### config.mk
export PLATFORM = sky130hd
export DESIGN_NAME = two_digit_id_text_parser
export DESIGN_NICKNAME = d
export VERILOG_FILES = /design/src/hw/rtl/tdip_pkg.sv /design/src/hw/rtl/tdip_front.sv /design/src/hw/rtl/tdip_queue.sv /design/src/hw/rtl/tdip_back.sv /design/src/hw/rtl/two_digit_id_text_parser.sv
export SDC_FILE = /design/constraint.sdc
export NUM_CORES = 1
export LEC_CHECK = 0
export BUFFER_PORTS_ARGS = -buffer_cell sky130_fd_sc_hd__buf_2
export CAP_MARGIN = 0
export CORE_ASPECT_RATIO = 1.4
export CORE_MARGIN = 2
export CORE_UTILIZATION = 60
export CTS_CLUSTER_SIZE = 28
export DETAILED_ROUTE_END_ITERATION = 10
export PLACE_DENSITY_LB_ADDON = 0.05
export SLEW_MARGIN = 40
export SYNTH_ARGS = -nofsm -noshare
export SYNTH_HDL_FRONTEND = slang
export SYNTH_SLANG_ARGS = --single-unit
### constraint.sdc
create_clock -name clk -period 5.4 [get_ports clk]
set_input_delay 0.54 -clock clk [delete_from_list [all_inputs] [get_ports clk]]
set_output_delay 0.54 -clock clk [all_outputs]
set_load 0.005 [all_outputs]
### src/hw/rtl/tdip_pkg.sv
// ============================================================================
// tdip_pkg: shared types and constants of the two-digit ID text parser
// Character classes, recognizer codes and sizes used by the front end,
// the queue and the recognizer back end.
// ============================================================================
package tdip_pkg;

    // Run length of recognizer characters at which a string counts as too long.
    localparam int MAX_LEN     = 5;
    localparam int BLANK_LIMIT = 2 * MAX_LEN;
    localparam int CNT_W       = $clog2(2 * MAX_LEN + 2);

    localparam int QUEUE_DEPTH = 2;
    localparam int QPTR_W      = $clog2(QUEUE_DEPTH);
    localparam int QCNT_W      = $clog2(QUEUE_DEPTH + 1);

    // ASCII codes used by the classifier.
    localparam logic [7:0] CH_NUL   = 8'h00;
    localparam logic [7:0] CH_TAB   = 8'h09;
    localparam logic [7:0] CH_SPACE = 8'h20;
    localparam logic [7:0] CH_ZERO  = 8'h30;
    localparam logic [7:0] CH_NINE  = 8'h39;
    localparam logic [7:0] CH_UA    = 8'h41;
    localparam logic [7:0] CH_UD    = 8'h44;
    localparam logic [7:0] CH_UF    = 8'h46;
    localparam logic [7:0] CH_UH    = 8'h48;
    localparam logic [7:0] CH_UX    = 8'h58;
    localparam logic [7:0] CH_LA    = 8'h61;
    localparam logic [7:0] CH_LD    = 8'h64;
    localparam logic [7:0] CH_LF    = 8'h66;
    localparam logic [7:0] CH_LH    = 8'h68;
    localparam logic [7:0] CH_LX    = 8'h78;

    // Format hint register codes.
    localparam logic [1:0] HINT_FREE = 2'd0;
    localparam logic [1:0] HINT_HEX  = 2'd1;
    localparam logic [1:0] HINT_DEC  = 2'd2;

    // Result status codes.
    localparam logic [3:0] STATUS_GOOD        = 4'd0;
    localparam logic [3:0] STATUS_BLANKS_ONLY = 4'd1;
    localparam logic [3:0] STATUS_BAD_CHAR1   = 4'd2;
    localparam logic [3:0] STATUS_BAD_CHAR2   = 4'd3;
    localparam logic [3:0] STATUS_BAD_DIGIT1  = 4'd4;
    localparam logic [3:0] STATUS_BAD_DIGIT2  = 4'd5;
    localparam logic [3:0] STATUS_TOO_MANY    = 4'd6;
    localparam logic [3:0] STATUS_BAD_SUFFIX  = 4'd7;
    localparam logic [3:0] STATUS_PRE_AND_SUF = 4'd8;
    localparam logic [3:0] STATUS_HEX_DEC1    = 4'd9;
    localparam logic [3:0] STATUS_HEX_DEC2    = 4'd10;
    localparam logic [3:0] STATUS_NO_DIGITS   = 4'd11;

    // One classified character as it travels from front end to back end.
    typedef struct packed {
        logic       term;   // terminator code
        logic       blank;  // space or tab
        logic       zero;   // the digit zero
        logic       dig;    // decimal digit
        logic       hexl;   // hex letter a-f or A-F
        logic       is_x;
        logic       is_h;
        logic       is_d;
        logic [3:0] nib;    // digit value, zero when not a hex digit
    } char_class_t;

    typedef struct packed {
        logic       empty;
        logic [3:0] val;
    } nibble_t;

    typedef struct packed {
        logic pre;
        logic dec;
        logic hex;
    } fmt_flags_t;

endpackage

### src/hw/rtl/tdip_front.sv
// ============================================================================
// tdip_front: character classifier stage
// Accepts characters and registers their class bits and digit value.
// ============================================================================
module tdip_front
    import tdip_pkg::*;
(
    input  logic        clk,
    input  logic        rst_n,
    input  logic        in_valid,
    output logic        in_ready,
    input  logic [7:0]  char_code,
    output logic        out_valid,
    input  logic        out_ready,
    output char_class_t out_item
);

    logic        valid_reg;
    char_class_t item_reg;
    char_class_t item_next;
    logic        upper_hex;
    logic        lower_hex;

    assign in_ready  = !valid_reg || out_ready;
    assign out_valid = valid_reg;
    assign out_item  = item_reg;

    always_comb
    begin
        upper_hex       = (char_code >= CH_UA) && (char_code <= CH_UF);
        lower_hex       = (char_code >= CH_LA) && (char_code <= CH_LF);
        item_next.term  = (char_code == CH_NUL);
        item_next.blank = (char_code == CH_SPACE) || (char_code == CH_TAB);
        item_next.zero  = (char_code == CH_ZERO);
        item_next.dig   = (char_code >= CH_ZERO) && (char_code <= CH_NINE);
        item_next.hexl  = upper_hex || lower_hex;
        item_next.is_x  = (char_code == CH_UX) || (char_code == CH_LX);
        item_next.is_h  = (char_code == CH_UH) || (char_code == CH_LH);
        item_next.is_d  = (char_code == CH_UD) || (char_code == CH_LD);
        // Letters A-F sit at low nibble 1..6 in both cases, so adding nine gives 10..15.
        if (item_next.dig)
        begin
            item_next.nib = char_code[3:0];
        end
        else if (item_next.hexl)
        begin
            item_next.nib = char_code[3:0] + 4'd9;
        end
        else
        begin
            item_next.nib = 4'd0;
        end
    end

    always_ff @(posedge clk or negedge rst_n)
    begin
        if (!rst_n)
        begin
            valid_reg <= 1'b0;
        end
        else if (in_ready)
        begin
            valid_reg <= in_valid;
        end
    end

    always_ff @(posedge clk)
    begin
        if (in_valid && in_ready)
        begin
            item_reg <= item_next;
        end
    end

endmodule

### src/hw/rtl/tdip_queue.sv
// ============================================================================
// tdip_queue: short queue of classified characters
// Lets the classifier and the recognizer stall independently.
// ============================================================================
module tdip_queue
    import tdip_pkg::*;
(
    input  logic        clk,
    input  logic        rst_n,
    input  logic        in_valid,
    output logic        in_ready,
    input  char_class_t in_item,
    output logic        out_valid,
    input  logic        out_ready,
    output char_class_t out_item
);

    char_class_t       entry_reg [QUEUE_DEPTH];
    logic [QPTR_W-1:0] wr_ptr_reg;
    logic [QPTR_W-1:0] rd_ptr_reg;
    logic [QCNT_W-1:0] count_reg;
    logic              push;
    logic              pop;

    assign in_ready  = (count_reg != QCNT_W'(QUEUE_DEPTH));
    assign out_valid = (count_reg != '0);
    assign out_item  = entry_reg[rd_ptr_reg];
    assign push      = in_valid && in_ready;
    assign pop       = out_valid && out_ready;

    always_ff @(posedge clk or negedge rst_n)
    begin
        if (!rst_n)
        begin
            wr_ptr_reg <= '0;
            rd_ptr_reg <= '0;
            count_reg  <= '0;
        end
        else
        begin
            if (push)
            begin
                wr_ptr_reg <= (wr_ptr_reg == QPTR_W'(QUEUE_DEPTH - 1)) ? '0
                                                                        : wr_ptr_reg + 1'b1;
            end
            if (pop)
            begin
                rd_ptr_reg <= (rd_ptr_reg == QPTR_W'(QUEUE_DEPTH - 1)) ? '0
                                                                        : rd_ptr_reg + 1'b1;
            end
            if (push && !pop)
            begin
                count_reg <= count_reg + 1'b1;
            end
            else if (pop && !push)
            begin
                count_reg <= count_reg - 1'b1;
            end
        end
    end

    always_ff @(posedge clk)
    begin
        if (push)
        begin
            entry_reg[wr_ptr_reg] <= in_item;
        end
    end

endmodule

### src/hw/rtl/tdip_back.sv
// ============================================================================
// tdip_back: recognizer and result register
// Runs one recognizer transition per character and emits a result at the
// terminator.
// ============================================================================
module tdip_back
    import tdip_pkg::*;
(
    input  logic        clk,
    input  logic        rst_n,
    input  logic [1:0]  format_hint,
    input  logic        in_valid,
    output logic        in_ready,
    input  char_class_t in_item,
    output logic        out_valid,
    input  logic        out_ready,
    output logic [3:0]  status,
    output logic [7:0]  id_value,
    output logic        was_hex,
    output logic        was_dec
);

    typedef enum logic [3:0] {
        ST_BLANK, ST_INIT, ST_ONE_ZERO, ST_PREFIX, ST_AMB1, ST_AMB2,
        ST_DEC1, ST_DEC2, ST_HEX1, ST_HEX2, ST_ZERO2, ST_FULL,
        ST_PRE_HEX, ST_PRE_DEC, ST_PD_ZERO1, ST_PD_ZERO2
    } state_t;

    state_t           state_reg,  state_next;
    logic [CNT_W-1:0] cnt_reg,    cnt_next;
    nibble_t          fn_reg,     fn_next;
    nibble_t          sn_reg,     sn_next;
    fmt_flags_t       flags_reg,  flags_next;
    logic [3:0]       err_reg,    err_next;

    logic             out_valid_reg;
    logic [3:0]       status_reg, status_next;
    logic [7:0]       value_reg,  value_next;
    logic             hex_reg,    hex_next;
    logic             dec_reg,    dec_next;

    logic             emit;
    logic             skip;
    logic             pop;
    logic [3:0]       adv_err;
    logic             xdig;
    logic [3:0]       msd;
    logic [3:0]       lsd;

    // A terminator needs the result register free; other characters never wait.
    assign in_ready  = !in_item.term || !out_valid_reg || out_ready;
    assign pop       = in_valid && in_ready;
    assign out_valid = out_valid_reg;
    assign status    = status_reg;
    assign id_value  = value_reg;
    assign was_hex   = hex_reg;
    assign was_dec   = dec_reg;
    assign xdig      = in_item.dig || in_item.hexl;

    always_comb
    begin
        state_next  = state_reg;
        cnt_next    = cnt_reg;
        fn_next     = fn_reg;
        sn_next     = sn_reg;
        flags_next  = flags_reg;
        err_next    = err_reg;
        emit        = 1'b0;
        skip        = 1'b0;
        adv_err     = STATUS_GOOD;
        status_next = STATUS_GOOD;
        value_next  = 8'd0;
        hex_next    = 1'b0;
        dec_next    = 1'b0;
        msd         = 4'd0;
        lsd         = 4'd0;

        // Blank skipping and format hint sampling.
        if (state_reg == ST_BLANK)
        begin
            if (in_item.term)
            begin
                emit        = 1'b1;
                skip        = 1'b1;
                status_next = STATUS_BLANKS_ONLY;
                hex_next    = (format_hint == HINT_HEX);
                dec_next    = (format_hint == HINT_DEC);
            end
            else if (in_item.blank && (cnt_reg <= CNT_W'(BLANK_LIMIT)))
            begin
                cnt_next = cnt_reg + 1'b1;
                skip     = 1'b1;
            end
            else
            begin
                cnt_next = '0;
                case (format_hint)
                    HINT_HEX:
                    begin
                        flags_next = '{pre: 1'b0, dec: 1'b0, hex: 1'b1};
                        state_next = ST_PRE_HEX;
                    end
                    HINT_DEC:
                    begin
                        flags_next = '{pre: 1'b0, dec: 1'b1, hex: 1'b0};
                        state_next = ST_PRE_DEC;
                    end
                    default:
                    begin
                        flags_next = '0;
                        state_next = ST_INIT;
                    end
                endcase
            end
        end

        if (!skip && !in_item.term)
        begin
            if ((err_reg == STATUS_GOOD) && (cnt_next <= CNT_W'(MAX_LEN)))
            begin
                case (state_next)
                    ST_INIT:
                    begin
                        if (in_item.zero)
                        begin
                            fn_next = '{empty: 1'b0, val: 4'd0};
                            state_next = ST_ONE_ZERO;
                        end
                        else if (xdig)
                        begin
                            if (in_item.dig)
                            begin
                                state_next = ST_AMB1;
                            end
                            else
                            begin
                                flags_next.hex = 1'b1;
                                state_next     = ST_HEX1;
                            end
                            fn_next = '{empty: 1'b0, val: in_item.nib};
                        end
                        else if (in_item.is_x)
                        begin
                            flags_next.hex = 1'b1;
                            flags_next.pre = 1'b1;
                            state_next     = ST_PREFIX;
                        end
                        else
                        begin
                            adv_err = STATUS_BAD_CHAR1;
                        end
                    end
                    ST_ONE_ZERO:
                    begin
                        if (in_item.zero)
                        begin
                            sn_next = '{empty: 1'b0, val: 4'd0};
                            state_next = ST_ZERO2;
                        end
                        else if (in_item.is_x)
                        begin
                            flags_next.hex = 1'b1;
                            flags_next.pre = 1'b1;
                            state_next     = ST_PREFIX;
                        end
                        else if (xdig)
                        begin
                            if (in_item.dig)
                            begin
                                state_next = ST_AMB2;
                            end
                            else
                            begin
                                flags_next.hex = 1'b1;
                                state_next     = ST_HEX2;
                            end
                            fn_next = '{empty: 1'b0, val: in_item.nib};
                        end
                        else if (in_item.is_h)
                        begin
                            flags_next.hex = 1'b1;
                            state_next     = ST_FULL;
                        end
                        else
                        begin
                            adv_err = STATUS_BAD_DIGIT2;
                        end
                    end
                    ST_PREFIX:
                    begin
                        if (xdig)
                        begin
                            fn_next    = '{empty: 1'b0, val: in_item.nib};
                            state_next = ST_HEX1;
                        end
                        else
                        begin
                            adv_err = STATUS_BAD_DIGIT1;
                        end
                    end
                    ST_AMB1:
                    begin
                        if (xdig)
                        begin
                            if (in_item.dig)
                            begin
                                state_next = ST_AMB2;
                            end
                            else
                            begin
                                flags_next.hex = 1'b1;
                                state_next     = ST_HEX2;
                            end
                            sn_next = '{empty: 1'b0, val: in_item.nib};
                        end
                        else if (in_item.is_x || in_item.is_h)
                        begin
                            flags_next.hex = 1'b1;
                            state_next     = ST_FULL;
                        end
                        else
                        begin
                            adv_err = STATUS_BAD_DIGIT2;
                        end
                    end
                    ST_AMB2:
                    begin
                        if (in_item.is_x || in_item.is_h)
                        begin
                            flags_next.hex = 1'b1;
                            state_next     = ST_FULL;
                        end
                        else if (in_item.is_d)
                        begin
                            flags_next.dec = 1'b1;
                            state_next     = ST_FULL;
                        end
                        else
                        begin
                            adv_err = STATUS_TOO_MANY;
                        end
                    end
                    ST_DEC1:
                    begin
                        if (in_item.dig)
                        begin
                            sn_next    = '{empty: 1'b0, val: in_item.nib};
                            state_next = ST_DEC2;
                        end
                        else
                        begin
                            adv_err = STATUS_BAD_DIGIT2;
                        end
                    end
                    ST_DEC2:
                    begin
                        if (in_item.is_d)
                        begin
                            state_next = ST_FULL;
                        end
                        else
                        begin
                            adv_err = STATUS_BAD_SUFFIX;
                        end
                    end
                    ST_HEX1:
                    begin
                        if (xdig)
                        begin
                            sn_next    = '{empty: 1'b0, val: in_item.nib};
                            state_next = ST_HEX2;
                        end
                        else if (in_item.is_x || in_item.is_h)
                        begin
                            if (flags_next.pre)
                            begin
                                adv_err = STATUS_PRE_AND_SUF;
                            end
                            else
                            begin
                                flags_next.hex = 1'b1;
                                state_next     = ST_FULL;
                            end
                        end
                        else
                        begin
                            adv_err = STATUS_BAD_DIGIT2;
                        end
                    end
                    ST_HEX2:
                    begin
                        if (in_item.is_x || in_item.is_h)
                        begin
                            state_next = ST_FULL;
                        end
                        else
                        begin
                            adv_err = STATUS_BAD_SUFFIX;
                        end
                    end
                    ST_ZERO2:
                    begin
                        if (!flags_next.dec && (in_item.is_x || in_item.is_h))
                        begin
                            flags_next.hex = 1'b1;
                            state_next     = ST_FULL;
                        end
                        else if (!flags_next.hex && in_item.is_d)
                        begin
                            flags_next.dec = 1'b1;
                            state_next     = ST_FULL;
                        end
                        else
                        begin
                            adv_err = STATUS_TOO_MANY;
                        end
                    end
                    ST_FULL:
                    begin
                        adv_err = STATUS_TOO_MANY;
                    end
                    ST_PRE_HEX:
                    begin
                        if (in_item.is_x)
                        begin
                            flags_next.pre = 1'b1;
                            state_next     = ST_PREFIX;
                        end
                        else if (in_item.zero)
                        begin
                            fn_next    = '{empty: 1'b0, val: 4'd0};
                            state_next = ST_ONE_ZERO;
                        end
                        else if (xdig)
                        begin
                            fn_next    = '{empty: 1'b0, val: in_item.nib};
                            state_next = ST_HEX1;
                        end
                        else
                        begin
                            adv_err = STATUS_BAD_CHAR1;
                        end
                    end
                    ST_PRE_DEC:
                    begin
                        if (in_item.is_x || in_item.hexl)
                        begin
                            adv_err = STATUS_HEX_DEC1;
                        end
                        else if (in_item.zero)
                        begin
                            fn_next    = '{empty: 1'b0, val: 4'd0};
                            state_next = ST_PD_ZERO1;
                        end
                        else if (in_item.dig)
                        begin
                            fn_next    = '{empty: 1'b0, val: in_item.nib};
                            state_next = ST_DEC1;
                        end
                        else
                        begin
                            adv_err = STATUS_BAD_CHAR1;
                        end
                    end
                    ST_PD_ZERO1:
                    begin
                        if (in_item.is_x || in_item.hexl)
                        begin
                            adv_err = STATUS_HEX_DEC2;
                        end
                        else if (in_item.zero)
                        begin
                            state_next = ST_PD_ZERO2;
                        end
                        else if (in_item.dig)
                        begin
                            fn_next    = '{empty: 1'b0, val: in_item.nib};
                            state_next = ST_DEC2;
                        end
                        else
                        begin
                            adv_err = STATUS_BAD_CHAR2;
                        end
                    end
                    ST_PD_ZERO2:
                    begin
                        if (in_item.is_d)
                        begin
                            state_next = ST_FULL;
                        end
                        else
                        begin
                            adv_err = STATUS_BAD_SUFFIX;
                        end
                    end
                    default:
                    begin
                        adv_err = STATUS_GOOD;
                    end
                endcase
                err_next = adv_err;
                if (adv_err == STATUS_GOOD)
                begin
                    cnt_next = cnt_next + 1'b1;
                end
            end
        end
        else if (!skip)
        begin
            // Terminator after at least one recognizer character.
            emit     = 1'b1;
            hex_next = flags_next.hex;
            dec_next = flags_next.dec;
            if (sn_next.empty)
            begin
                msd = 4'd0;
                lsd = fn_next.val;
            end
            else
            begin
                msd = fn_next.val;
                lsd = sn_next.val;
            end
            if (cnt_next >= CNT_W'(MAX_LEN))
            begin
                status_next = STATUS_TOO_MANY;
            end
            else if (err_next != STATUS_GOOD)
            begin
                status_next = err_next;
            end
            else if ((flags_next.hex || flags_next.dec) && fn_next.empty && sn_next.empty)
            begin
                status_next = STATUS_NO_DIGITS;
            end
            else if (flags_next.hex || !flags_next.dec)
            begin
                value_next = {msd, lsd};
            end
            else
            begin
                value_next = ({4'd0, msd} * 8'd10) + {4'd0, lsd};
            end
        end

        // Every terminator returns the recognizer to its start state.
        if (emit)
        begin
            state_next = ST_BLANK;
            cnt_next   = '0;
            fn_next    = '{empty: 1'b1, val: 4'd0};
            sn_next    = '{empty: 1'b1, val: 4'd0};
            flags_next = '0;
            err_next   = STATUS_GOOD;
        end
    end

    always_ff @(posedge clk or negedge rst_n)
    begin
        if (!rst_n)
        begin
            state_reg     <= ST_BLANK;
            cnt_reg       <= '0;
            fn_reg        <= '{empty: 1'b1, val: 4'd0};
            sn_reg        <= '{empty: 1'b1, val: 4'd0};
            flags_reg     <= '0;
            err_reg       <= STATUS_GOOD;
            out_valid_reg <= 1'b0;
        end
        else
        begin
            if (pop)
            begin
                state_reg <= state_next;
                cnt_reg   <= cnt_next;
                fn_reg    <= fn_next;
                sn_reg    <= sn_next;
                flags_reg <= flags_next;
                err_reg   <= err_next;
            end
            if (pop && emit)
            begin
                out_valid_reg <= 1'b1;
            end
            else if (out_ready)
            begin
                out_valid_reg <= 1'b0;
            end
        end
    end

    always_ff @(posedge clk)
    begin
        if (pop && emit)
        begin
            status_reg <= status_next;
            value_reg  <= value_next;
            hex_reg    <= hex_next;
            dec_reg    <= dec_next;
        end
    end

    // A terminator always produces a result in the following cycle.
    a_term_emits: assert property (@(posedge clk) disable iff (!rst_n)
        pop && in_item.term |=> out_valid_reg)
        else $error("terminator did not produce a result");

    // A terminator leaves the recognizer clean for the next string.
    a_term_clears: assert property (@(posedge clk) disable iff (!rst_n)
        pop && in_item.term |=> (state_reg == ST_BLANK) && (cnt_reg == '0)
                                && (err_reg == STATUS_GOOD))
        else $error("recognizer not cleared after terminator");

    // A latched error only exists while a string is in the recognizer.
    a_err_state: assert property (@(posedge clk) disable iff (!rst_n)
        (err_reg != STATUS_GOOD) |-> (state_reg != ST_BLANK))
        else $error("error latched in blank skipping state");

    // Only a good status carries a value.
    a_value_zero: assert property (@(posedge clk) disable iff (!rst_n)
        out_valid_reg && (status_reg != STATUS_GOOD) |-> (value_reg == 8'd0))
        else $error("nonzero value with error status");

endmodule

### src/hw/rtl/two_digit_id_text_parser.sv
// ============================================================================
// two_digit_id_text_parser: one- or two-digit ID text parser
// Reads a zero-terminated ASCII string and reports status, value and format.
// ============================================================================
// Usage:
// Characters arrive one per transaction on the slave stream (s_tdata[7:0]).
// A zero code terminates the string. Leading blanks are skipped, then one or
// two hex or decimal digits with an optional x prefix or an x, h or d suffix
// are recognized under the hint held in the format register (cfg_we with
// cfg_wdata; change it only while the block is idle). Each terminator yields
// exactly one transaction on the master stream carrying the status and the
// 8-bit value in m_tdata and the final hex and decimal flags in m_tuser.
// Throughput is one character per cycle unless a stage stalls, through a
// classifier register, a two-entry queue and the recognizer, with the result
// held in an output register so the next string keeps flowing while it waits.
// A terminator passes the classifier register and the queue before its result
// is registered. When the receiver stalls, only a second terminator waits;
// the queue then fills and s_tready drops. Reset clears the recognizer, the
// queue and the output valid, and sets the hint to free format.
// ============================================================================
module two_digit_id_text_parser
    import tdip_pkg::*;
(
    input  logic        clk,
    input  logic        rst_n,
    // Configuration: format hint register.
    input  logic        cfg_we,
    input  logic [1:0]  cfg_wdata,
    // Slave stream of characters.
    input  logic        s_tvalid,
    output logic        s_tready,
    input  logic [7:0]  s_tdata,   // [7:0] char_code
    // Master stream of results.
    output logic        m_tvalid,
    input  logic        m_tready,
    output logic [15:0] m_tdata,   // [3:0] status, [11:4] id_value, [15:12] zero
    output logic [1:0]  m_tuser    // [0] was_hex, [1] was_dec
);

    logic [1:0]  hint_reg;

    logic        front_valid;
    logic        front_ready;
    char_class_t front_item;
    logic        queue_valid;
    logic        queue_ready;
    char_class_t queue_item;

    logic [3:0]  status;
    logic [7:0]  id_value;
    logic        was_hex;
    logic        was_dec;

    always_ff @(posedge clk or negedge rst_n)
    begin
        if (!rst_n)
        begin
            hint_reg <= HINT_FREE;
        end
        else if (cfg_we)
        begin
            hint_reg <= cfg_wdata;
        end
    end

    tdip_front u_front (
        .clk       (clk),
        .rst_n     (rst_n),
        .in_valid  (s_tvalid),
        .in_ready  (s_tready),
        .char_code (s_tdata),
        .out_valid (front_valid),
        .out_ready (front_ready),
        .out_item  (front_item)
    );

    tdip_queue u_queue (
        .clk       (clk),
        .rst_n     (rst_n),
        .in_valid  (front_valid),
        .in_ready  (front_ready),
        .in_item   (front_item),
        .out_valid (queue_valid),
        .out_ready (queue_ready),
        .out_item  (queue_item)
    );

    tdip_back u_back (
        .clk         (clk),
        .rst_n       (rst_n),
        .format_hint (hint_reg),
        .in_valid    (queue_valid),
        .in_ready    (queue_ready),
        .in_item     (queue_item),
        .out_valid   (m_tvalid),
        .out_ready   (m_tready),
        .status      (status),
        .id_value    (id_value),
        .was_hex     (was_hex),
        .was_dec     (was_dec)
    );

    assign m_tdata = {4'd0, id_value, status};
    assign m_tuser = {was_dec, was_hex};

endmodule

# --- Yosys cells after proc, flatten, opt, wreduce, memory -nomap -nowiden ---
# Memories as Yosys holds them, arrays and structs flattened.
# Cells that the tools add are included.
# W data, S select, Z words.
word_totals:
  register_bits: 59
  latchBits: 0
  ram_bits: 24
  romBits: 0
  input_bits: 15
  elab_cells: 308
  memories: 1
op_classes:
  add_sub_neg: 8
  mul: 1
  n_div: 0
  n_lt_le_gt_ge: 9
  eq_ne: 36
  shifts: 0
  mux: 169
  n_bitwise: 0
  reduce_logical: 55
memory_table:
  columns: ["name", "words", "width", "read_ports", "rd_clocked_by_memory_dff", "write_ports", "line_no", "rtl"]
  rows:
  - ["u_queue.entry_reg", 2, 12, 1, 0, 1, "tdip_queue.sv:18", "char_class_t entry_reg [QUEUE_DEPTH];"]
op_table:
  columns: ["op", "n"]
  rows:
  - ["$mux W4", 73]
  - ["$mux W5", 19]
  - ["$pmux W4 S14", 1]
  - ["$pmux W4 S13", 1]
  - ["$eq A8 B7 Y1 const B", 6]
  - ["$mux W3", 16]
  - ["$mux W1", 44]
  - ["$eq A4 B4 Y1 const B", 8]
  - ["$pmux W5 S6", 1]
  - ["$eq A4 B3 Y1 const B", 4]
  - ["$eq A8 B6 Y1 const B", 2]
  - ["$ge A8 B7 Y1 const B", 2]
  - ["$le A8 B7 Y1 const B", 2]
  - ["$logic_and A1 B1 Y1", 16]
  - ["$ne A3 B2 Y1 const B", 5]
  - ["$pmux W5 S3", 1]
  - ["$mux W2", 7]
  - ["$logic_or A1 B1 Y1", 13]
  - ["$logic_not A4 Y1", 3]
  - ["$reduce_and A10 Y1", 1]
  - ["$reduce_bool A2 Y1", 5]
  - ["$add A4 B1 Y4 const B", 2]
  - ["$add A8 B4 Y8", 1]
  - ["$eq A4 B2 Y1 const B", 2]
  - ["other kinds (31)", 43]

# --- Longest topological paths before layout ---
# Gate-level depths: netlist of the first run.
depth:
  ltp_word: 17
  mapped_depth: 17
  mapped_depth_nobuf: 16

# --- By module ---
# From an unflattened synthesis of the first run, not the netlist that was laid out.
hier_totals:
  cells_unflattened: 603
  area_unflattened_um2: 5770.5
by_module_without_submodules:
  columns: ["module", "instances", "cells_per_inst", "area_each_um2", "seq_area_each_um2"]
  rows:
  - ["tdip_back", 1, 483, 3862.5, 1073.5]
  - ["tdip_queue", 1, 55, 1078.5, 820.8]
  - ["tdip_front", 1, 54, 708.2, 385.4]
  - ["two_digit_id_text_parser", 1, 11, 121.4, 50.0]

# --- Worst setup path after synthesis of the first run ---
# No wires, ideal clock.
synth_path:
  path_kind: "register to register"
  startpoint: "register u_back.cnt_reg[0]"
  endpoint: "register u_back.fn_reg[0] (netlist name)"
  setup_ns: 0.079
  t_arrival_ns: 3.296
  required_ns: 5.321
  setup_slack_ns: 2.024
  stages_incl_launch_ff: 16
  path_buffers: 0
  cell_sequence: "dfrtp_1 -> inv_1 -> ha_1 -> nor2b_1 -> o21ai_1 -> nand2_1 -> o31ai_1 -> inv_1 -> ha_1 -> nor4b_1 -> a21oi_1 -> a32oi_1 -> or2_1 -> a221oi_1 -> a31oi_1 -> o2bb2ai_1"
synth_between:
  elab_chain_len: 10
synth_rtl:
  columns: ["item", "line_no", "rtl"]
  rows:
  - ["start, declared", "tdip_back.sv:30", "logic [CNT_W-1:0] cnt_reg, cnt_next;"]
  - ["start signal, assigned", "tdip_back.sv:475", "cnt_reg <= cnt_next;"]
  - ["$le A4 B4 Y1", "tdip_back.sv:89", "else if (in_item.blank && (cnt_reg <= CNT_W'(BLANK_LIMIT)))"]
  - ["$logic_and A1 B1 Y1", "tdip_back.sv:89", null]
  - ["$mux W4 or $mux W1 (tied branches)", "tdip_back.sv:89", null]
  - ["$mux W4 or $mux W1 (tied branches)", "tdip_back.sv:81", "if (in_item.term)"]
  - ["$mux W4 or $mux W1 (tied branches)", "tdip_back.sv:79", "if (state_reg == ST_BLANK)"]
  - ["$eq A4 B4 Y1, or another cell as far along", "tdip_back.sv:121", "case (state_next)"]
  - ["$pmux W5 S6 or $logic_and A1 B1 Y1 (tied branches)", "tdip_back.sv:121, tdip_back.sv:117", null]
  - ["$mux W5 or $mux W1 (tied branches)", "tdip_back.sv:119, tdip_back.sv:117", null]
  - ["$mux W5, or another cell as far along", "tdip_back.sv:117", "if (!skip && !in_item.term)"]
  - ["$mux W5 or $reduce_and A10 Y1 (tied branches)", null, null]
  - ["end signal, assigned", "tdip_back.sv:464", "fn_reg <= '{empty: 1'b1, val: 4'd0};"]
  - ["end signal, assigned", "tdip_back.sv:476", "fn_reg <= fn_next;"]
  - ["end, declared", "tdip_back.sv:31", "nibble_t fn_reg, fn_next;"]
# Several ways; a longest one is shown, not always the timed one. The select of a mux whose other input is x is not followed.
# A chain may end at the register's enable or synchronous reset.

# --- Worst setup path after layout of the first run ---
layout_path:
  startpoint: "register u_back.cnt_reg[0]"
  endpoint: "register u_back.fn_reg[3] (netlist name)"
# The elaborated chain is that of the path after synthesis.

==> qor.txt, run 1 <==
io pins = 35
Mapped Cells = 562
Via density = 6.94
first-pass GRT wire length = 24,400 um
worst flop-to-flop path startpoint = u_back.cnt_reg[0]$_DFFE_PN0P_
Async SR Flop Fraction = 39.8%
Layout area overhead = 8.81%
NetSw = 1.64 mW
hpwl dp = 11,300 um
initial core utilization = 61.3%
vias = 4,795
post-synthesis xor/xnor area fraction = 1.75%
row count = 41
hold slack = 0.139 ns
synth top area cells = edfxtp_1 (27%), dfrtp_1 (14%), ha_1 (4.3%)
WP data arrival = 4.45 ns
clk buf depth = 2
GR Util met1 = 37.1%
Worst IR Drop VDD = 0.000311 V
RD Place Congestion = 1.05
Placed Area = 0.00567 mm^2
Routed WL = 15,300 um
PortBufs = 30
Largest register FFs = 24
Yosys cell types = 85
fmax = 239 MHz
Reg power frac = 31.3%
Critical Path Fanout Max = 8
Gate power share = 50.9%
total clock sinks = 83
CP startpoint kind = register
Synth Register Bits = 83
Root Buffer = clkbuf_16
Skew-Pair Late Insertion Delay = 0.34 ns
Post-Syn Area = 0.00550 mm^2
Core Box Area = 0.00898 mm^2
placed cells = 675
vias in the first global route = 4,651
Final Hold Viols = 0
Final min period = 4.18 ns
CTS HTree Levels = 3
number of routed nets with antenna violations = 0
area share of the largest cell type after synthesis = 27.3%
actual slew at the worst max-slew pin = 0.842 ns
fin cells = 691
total power = 3.51 mW
area share of fa/ha/maj cells after synthesis = 5.05%
Avg WL per Cell = 22.1 um
Overall Global Routing Usage = 31.8%
pin count of the biggest net entering global routing = 34
CP required = 5.67 ns
Yosys top cell by area = edfxtp_1
Final Slew Violations = 0
Rel. slew slack = 43.6%
Ant. Diodes = 0
cell-internal power = 1.87 mW
Post-CTS Hold Buffers = 0
Die Wd = 84.9 um
clock power share = 17.7%
pre-CTS setup slack = 1.37 ns
Max-Cap Viols = 0
met3 usage = 6.59%
status = complete, no violations
post-synthesis mux area share = 5.46%
reg-to-reg slack, setup = 1.22 ns
RSZ-0062 raised after global routing = false
initial antenna violation count = 0
P_leak = 2.35 nW
die area = 0.00996 mm^2
average size of a mapped cell = 9.78 um^2
layout cells sized above 1 = 15.1%
Nets = 615
gr busiest metal = met2
DRC = 0
complex-gate fraction of the synthesized area = 22.2%
EDFF count, synth = 50
Clock transition at path regs = 0.08 ns
GR Overflow Total = 0
Worst Setup Slack, final = 1.22 ns
period utilisation layout = 77.4%
worst r2r dst = u_back.fn_reg[3]$_DFFE_PN0P_
switch share = 46.8%
Die Span Y = 117 um
Cell Pwr Density = 587 mW/mm^2
clock skew = 0.0109 ns
simple-gate area share of the yosys netlist = 18.6%
met2 usage = 54.7%
DRT iter0 DRCs = 494
DR pass1 iterations = 5
CTS tree = yes
post-CTS sizing = 0
Final Util = 66.6%
Post-CTS Setup Inserts = 0
reg2reg path depth = 15
total negative slack = 0 ns
predominant post-synthesis flop cell = edfxtp_1
Hold Crit Class = in -> async
sequential fraction of the synthesis area = 42.4%
CTS Buf Count = 9
main combinational cell family by area after synthesis = compound AO/OA/AOI/OAI gates
synth warn = 0
setup violators final = 0
CP Class = reg -> reg
Crit. End Element = register
Design Area, Final = 0.00598 mm^2
per-layer routing:
metal	wire length (um)	up-vias
met3	1130	74
met5	0	-
met2	7490	274
li1	-	2177
met1	5730	2270
met4	901	0
cell type report:
cell class	count	area (um^2)
Clock buffer	9	225
Inverter	17	63.8
Tap cell	107	134
Timing Repair Buffer	36	198
Fill cell	713	2990
Clock inverter	7	81.3
Multi-Input combinational cell	432	2950
Sequential cell	83	2330
synth_stat cells, drive strengths merged, types with 3 or more instances:
master   number
nand2        55
edfxtp       50
o21ai        40
nor2         38
a21oi        35
dfrtp        31
nor3         22
ha           19
clkbuf       17
inv          17
buf          16
mux2i        15
nand2b       15
mux2         13
nor2b        10
o211ai        9
nand4         8
xnor2         8
nand3         7
or3           7
nor4          6
o31ai         6
o32ai         6
a22oi         5
o221ai        5
o2bb2ai       5
a21boi        4
a21o          4
a31oi         4
o21a          4
o22a          4
o22ai         4
or2           4
or4           4
a211oi        3
a221oi        3
a22o          3
a32o          3
a32oi         3
and2          3
and3          3
nor4b         3
o32a          3
or4b          3
xor2          3
cell families (layout without fill, tap and decap cells):
logic type / count (synthesis) / after routing
and+or+nand+nor: 195 / 195
AOI/OAI and AO/OA: 173 / 173
DFF: 83 / 83
buffers and inverters: 50 / 69
muxes: 28 / 28
adders and majority gates: 21 / 21
xor gates and xnor gates: 11 / 11
other: 1 / 4
critical path, cell delays in order, from the launching register on:
cell,delay [ns]
dfrtp_1,0.48
inv_1,0.10
ha_1,0.14
nor2b_1,0.06
o21ai_1,0.46
nand2_1,0.22
o31ai_1,0.50
inv_1,0.15
ha_1,0.27
nor4b_1,0.30
a21oi_1,0.11
a32oi_1,0.36
or2_1,0.28
a221oi_1,0.12
a31oi_1,0.39
o2bb2ai_1,0.17
worst max path at each step:
stage / start / to / depth (start not counted)
6_report: u_back.cnt_reg[0]$_DFFE_PN0P_ / u_back.fn_reg[3]$_DFFE_PN0P_ / 15
5_1_grt: u_back.state_reg[3]$_DFFE_PN0P_ / u_back.fn_reg[3]$_DFFE_PN0P_ / 12
4_1_cts: u_back.cnt_reg[0]$_DFFE_PN0P_ / u_back.fn_reg[3]$_DFFE_PN0P_ / 15
3_5_place_dp: u_back.state_reg[3]$_DFFE_PN0P_ / u_back.fn_reg[3]$_DFFE_PN0P_ / 12
3_3_place_gp: u_back.state_reg[3]$_DFFE_PN0P_ / u_back.state_reg[1]$_DFFE_PN0P_ / 13
2_1_floorplan: u_back.cnt_reg[0]$_DFFE_PN0P_ / u_back.fn_reg[0]$_DFFE_PN0P_ / 15
cell usage in the layout, fill, tap and decap left out, types with 7 or more instances in the layout:
cell type	count
a21oi_1	35
buf_2	29
buf_4	7
clkbuf_16	9
dfrtp_1	31
edfxtp_1	50
ha_1	19
inv_1	17
mux2_2	13
mux2i_1	14
nand2_1	55
nand2b_1	15
nand3_1	7
nand4_1	8
nor2_1	37
nor2b_1	9
nor3_1	18
o211ai_1	9
o21ai_0	31
o21ai_1	8
or3_1	7
xnor2_1	8
power groups by stage:
stage | Combinational [mW] | Sequential [mW] | Clock (mW)
floorplan | 1.31 | 1.03 | 0
global placement | 1.72 | 1.10 | 0
detailed placement | 1.73 | 1.11 | 0
finish | 1.79 | 1.10 | 0.623
CTS | 1.74 | 1.10 | 0.630
global route | 1.93 | 1.13 | 0.651
Note: power is estimated with default switching activity, not from simulation.
==> run 2, diff against run 1 <==
Settings changed: CORE_UTILIZATION 60 to 56.
Clock period 5.4 ns to 3.5 ns, I/O delays scaled along.
==> qor.txt, run 2 (synthesis gave the netlist of run 1 again) <==
status = complete, no violations
placed cells = 718 (+6.4%)
actual slew at the worst max-slew pin = 0.821 ns (-0.0206 ns)
CTS Buf Count = 9 (unchanged)
Max-Cap Viols = 0 (unchanged)
Die Wd = 87.8 um (+3.3%)
clk buf depth = 2 (unchanged)
Skew-Pair Late Insertion Delay = 0.35 ns (about the same)
Worst Setup Slack, final = 0.236 ns (-0.983 ns)
CP Cell Sequence = buf_4 > mux2i_1 > o311ai_1 > a22oi_2 > a32oi_2 > nor3_4 > or4b_1 > a221oi_1
Final min period = 3.26 ns (-0.917 ns)
reg-to-reg slack, setup = 0.24 ns (-0.98 ns)
Worst IR Drop VDD = 0.000461 V (+48%)
PortBufs = 30 (unchanged)
most frequent cells in the layout = nand2_1 (55), edfxtp_1 (50), nor2_1 (37), a21oi_1 (34), o21ai_0 (31)
clock skew = 0.00915 ns (-0.00178 ns)
RSZ-0062 raised after global routing = false
fillers = 784 (+10%)
Final Slew Violations = 0 (unchanged)
WP data arrival = 3.50 ns (-0.95 ns)
fmax = 306 MHz (+28%)
Via density = 6.76 (-2.6%)
total clock sinks = 83 (unchanged)
Routed WL = 16,400 um (+7.6%)
fin cells = 737 (+6.7%)
Rel. slew slack = 45.1% (+1.5 points)
CP startpoint kind = register
Worst Setup EP = u_back.state_reg[1]$_DFFE_PN0P_
Critical Path Fanout Max = 23 (+15)
Core Box Area = 0.00951 mm^2 (+6.0%)
CP Class = reg -> reg
Crit. End Element = register
Final Hold Viols = 0 (unchanged)
vias in the first global route = 4,844 (+4.1%)
row count = 42 (+2.4%)
DR pass1 iterations = 6 (+1)
DRT iter0 DRCs = 524 (+6.1%)
first-pass GRT wire length = 25,700 um (+5.5%)
Overall Global Routing Usage = 32.1% (+0.31 points)
Design Area, Final = 0.00620 mm^2 (+3.7%)
Die Span Y = 121 um (+3.4%)
CTS tree = yes
crit path from = u_queue.rd_ptr_reg$_DFFE_PN0P_
Worst path slowest cell = mux2i_1
Nets = 636 (+3.4%)
pin count of the biggest net entering global routing = 34 (unchanged)
worst stage delay on the critical path = 0.56 ns (+0.06 ns)
RD Place Congestion = 1.03 (-1.8%)
layout cells sized above 1 = 18.8% (+3.8 points)
WP depth = 8 (-7)
Cell Pwr Density = 928 mW/mm^2 (+58%)
commonest non-fill, non-tap cell in the layout = nand2_1
total negative slack = 0 ns (unchanged)
Avg WL per Cell = 22.3 um (+0.86%)
Layout area overhead = 12.8%
DRC = 0 (unchanged)
Clock transition at path regs = 0.07 ns (about the same)
worst flop-to-flop path startpoint = u_queue.rd_ptr_reg$_DFFE_PN0P_
pre-CTS setup slack = 0.0736 ns (-1.30 ns)
CP delay by family, top = compound AO/OA/AOI/OAI gates
CTS HTree Levels = 3 (unchanged)
Ant. Diodes = 0 (unchanged)
Root Buffer = clkbuf_16
total power = 5.75 mW (+64%)
setup violators final = 0 (unchanged)
initial antenna violation count = 0 (unchanged)
Hold Crit Class = in -> reg
Placed Area = 0.00583 mm^2 (+2.8%)
WP buf/inv = 1 (-1)
worst r2r dst = u_back.state_reg[1]$_DFFE_PN0P_
GR Overflow Total = 0 (unchanged)
period utilisation layout = 93.2% (+16 points)
CP required = 3.74 ns (-1.93 ns)
hpwl dp = 12,100 um (+6.8%)
P_leak = 2.45 nW (+4.0%)
reg2reg path depth = 8 (-7)
vias = 4,980 (+3.9%)
initial core utilization = 57.8% (-3.4 points)
io pins = 35 (unchanged)
die area = 0.0106 mm^2 (+6.8%)
Largest register FFs = 24 (unchanged)
number of routed nets with antenna violations = 0 (unchanged)
## run 2: changes by cell type in the layout (fill, tap and decap cells not counted), sizes merged
cell / previous run / this run
bufinv: 0 / 1
inv: 19 / 20
clkinvlp: 0 / 3
clkinv: 5 / 0
dlygate4sd3: 0 / 1
buf: 36 / 56
## run 2: how the worst min path moves through the flow
stage                                   from                           endpoint  slack (ns)  cells past startpoint
2_1_floorplan                          rst_n            hint_reg[0]$_DFFE_PN0P_        0.05                      0
3_3_place_gp   u_front.out_item[8]$_DFFE_PP_  u_queue.entry_reg[0][8]$_DFFE_PP_        0.42                      0
3_5_place_dp   u_front.out_item[9]$_DFFE_PP_  u_queue.entry_reg[1][9]$_DFFE_PP_        0.44                      0
4_1_cts                                rst_n       u_back.sn_reg[0]$_DFFE_PN0P_        0.12                      1
5_1_grt                             s_tvalid      u_front.out_valid$_DFFE_PN0N_        0.20                      2
6_report                            s_tvalid      u_front.out_valid$_DFFE_PN0N_        0.20                      2
## run 2: routing by layer
layer | vias up | routed length, um | GRT usage [%]
li1 | 2227 | - | -
met1 | 2360 | 6080 | 37.8
met2 | 314 | 8190 | 54.0
met3 | 79 | 1220 | 5.92
met4 | 0 | 920 | 18.4
met5 | - | 0 | 0
## run 2: worst reg2reg max path: cells and delay by family (launching register included)
kind	cells	cell delay (ns)
AND/OR/NAND/NOR	2	0.80
flip-flops	1	0.44
AO/OA/AOI/OAI	4	1.02
multiplexers	1	0.56
buffers and inverters	1	0.35
## run 2: final cells by class
cell class	count	area, um^2	area share, %
timing repair buffer	57	358	5.77
multi-input combinational	432	2980	48.0
inverter	17	63.8	1.03
clock inverter	7	81.3	1.31
tap	132	165	2.66
clock buffer	9	225	3.63
sequential	83	2330	37.6
## run 2: power breakdown
group	switching [mW]	internal [mW]
clock	0.431	0.563
sequential	0.232	1.45
combinational	1.98	1.10
## run 2: per-stage QoR
step | util [%] | hold slack (ns)
2_1_floorplan | - | 0.0544
3_3_place_gp | 61.2 | 0.424
3_5_place_dp | 61.2 | 0.438
4_1_cts | 64.5 | 0.119
5_1_grt | 65.2 | 0.204
6_report | 65.2 | 0.197
## run 2: repair_timing
item / 4_1_cts / 5_1_grt
hold endpoints to repair: 0 / 18
hold buffers: 0 / 1
endpoints found under the setup margin: 0 / 17
buffers inserted: 0 / 2
resized for setup: 0 / 9
==> run 3, diff against run 2 <==
Settings changed: CELL_PAD_IN_SITES_DETAIL_PLACEMENT set to 1, CELL_PAD_IN_SITES_GLOBAL_PLACEMENT set to 2, CORE_UTILIZATION 56 to 36.
==> qor.txt, run 3 (synthesis gave the netlist of run 1 again) <==
Core Box Area = 0.0150 mm^2 (+58%)
Die Wd = 108 um (+24%)
Overall Global Routing Usage = 23.7% (-8.4 points)
P_leak = 2.48 nW (+1.3%)
Max-Cap Viols = 0 (unchanged)
Critical Path Fanout Max = 6 (-74%)
Cell Pwr Density = 930 mW/mm^2 (+0.25%)
initial antenna violation count = 0 (unchanged)
clk buf depth = 2 (unchanged)
CP startpoint kind = register
Nets = 642 (+0.94%)
Crit. End Element = register
initial core utilization = 36.7% (-21 points)
pre-CTS setup slack = -0.0573 ns (-0.131 ns)
pin count of the biggest net entering global routing = 34 (unchanged)
CTS HTree Levels = 3 (unchanged)
Routed WL = 18,300 um (+12%)
hold slack = 0.189 ns (-0.00850 ns)
GR Overflow Total = 0 (unchanged)
RD Place Congestion = 0.979 (-5.0%)
io pins = 35 (unchanged)
PortBufs = 30 (unchanged)
DRT iter0 DRCs = 317 (-40%)
Worst IR Drop VDD = 0.000346 V (-25%)
fin cells = 803 (+9.0%)
DR pass1 iterations = 5 (-1)
total clock sinks = 83 (unchanged)
layout cells sized above 1 = 19.6% (+0.80 points)
placed cells = 784 (+9.2%)
vias = 4,789 (-3.8%)
vias in the first global route = 4,903 (+1.2%)
Worst Setup Slack, final = 0.164 ns (-0.0721 ns)
clock skew = 0.00584 ns (-0.00331 ns)
Hold Crit Class = in -> reg
Rel. slew slack = 48.2% (+3.1 points)
total power = 5.89 mW (+2.4%)
number of routed nets with antenna violations = 0 (unchanged)
Avg WL per Cell = 22.8 um (+2.5%)
first-pass GRT wire length = 28,400 um (+11%)
Largest register FFs = 24 (unchanged)
reg-to-reg slack, setup = 0.16 ns (-0.07 ns)
CTS tree = yes
Root Buffer = clkbuf_16
Final min period = 3.34 ns (+0.0721 ns)
fmax = 300 MHz (-2.2%)
actual slew at the worst max-slew pin = 0.756 ns (-0.0649 ns)
Final Hold Viols = 0 (unchanged)
Ant. Diodes = 0 (unchanged)
CP Class = reg -> reg
period utilisation layout = 95.3% (+2.1 points)
hpwl dp = 14,100 um (+17%)
die area = 0.0163 mm^2 (+53%)
Die Span Y = 150 um (+24%)
Via density = 5.96 (-12%)
status = complete, no violations
Final Slew Violations = 0 (unchanged)
WP data arrival = 3.61 ns (+0.11 ns)
row count = 53 (+26%)
Final Util = 42.3% (-23 points)
most frequent cells in the layout = nand2_1 (54), edfxtp_1 (50), nor2_1 (37), a21oi_1 (34), buf_4 (33)
Layout area overhead = 15.2%
DRC = 0 (unchanged)
CTS Buf Count = 9 (unchanged)
Clock transition at path regs = 0.07 ns (about the same)
CP required = 3.77 ns (+0.03 ns)
setup violators final = 0 (unchanged)
Skew-Pair Late Insertion Delay = 0.36 ns (about the same)
commonest non-fill, non-tap cell in the layout = nand2_1
-- run 3: worst paths after layout --
path                                            startpoint  depth (start not counted)                                 to
max in group asynchronous                            rst_n                          2       u_back.fn_reg[4]$_DFFE_PN1P_
max reg2reg                u_back.state_reg[1]$_DFFE_PN0P_                         13      u_back.cnt_reg[2]$_DFFE_PN0P_
max                        u_back.state_reg[1]$_DFFE_PN0P_                         13      u_back.cnt_reg[2]$_DFFE_PN0P_
min                                               s_tvalid                          2      u_front.out_valid$_DFFE_PN0N_
min in group asynchronous                            rst_n                          2       u_back.sn_reg[2]$_DFFE_PN0P_
min reg2reg                  u_front.out_item[1]$_DFFE_PP_                          0  u_queue.entry_reg[1][1]$_DFFE_PP_
-- run 3: repair_timing --
| item | 4_1_cts | 5_1_grt |
|---|---|---|
| gates resized for setup | 3 | 7 |
| pin swaps | 0 | 2 |
| endpoints found under the setup margin | 6 | 18 |
| hold endpoints to repair | 31 | 0 |
| hold buffers | 1 | 0 |
| setup buffers | 0 | 2 |
-- run 3: worst max-delay path, stage by stage (launching register included) --
cell	delay, ns
dfrtp_1	0.41
nor4_2	0.36
nand2_1	0.21
o31ai_2	0.29
inv_1	0.11
ha_1	0.24
nor4b_1	0.30
a21oi_1	0.13
a32oi_2	0.35
nor3_4	0.10
buf_4	0.18
and2_1	0.15
and4_1	0.20
o31ai_2	0.20
-- run 3: metal layers --
metal  track usage (%)  wire length (um)
met5                 0                 0
met4              14.4               958
met3              3.03               563
met2              41.5              9360
met1              27.3              7460
-- run 3: stage by stage --
stage	setup TNS [ns]	instance area, um^2
detailed placement	-0.134	5950
CTS	-0.00319	6290
global placement	0	5940
floorplan	0	5510
finish	0	6340
global route	-0.0113	6340
-- run 3: final cells by class --
class / instances / area (um^2)
fillers: 1726 / 8650
multi-input cells: 432 / 3000
flip-flops and latches: 83 / 2330
repair buffers: 63 / 403
well taps: 192 / 240
clock buffers: 10 / 229
clock inverters: 6 / 73.8
inverters: 17 / 63.8
-- run 3: power breakdown --
group / internal, mW / switching [mW] / leakage, nW
Sequential: 1.44 / 0.205 / 0.916
Clock: 0.562 / 0.434 / 0.141
Combinational: 1.16 / 2.09 / 1.42
Total: 3.16 / 2.73 / 2.48
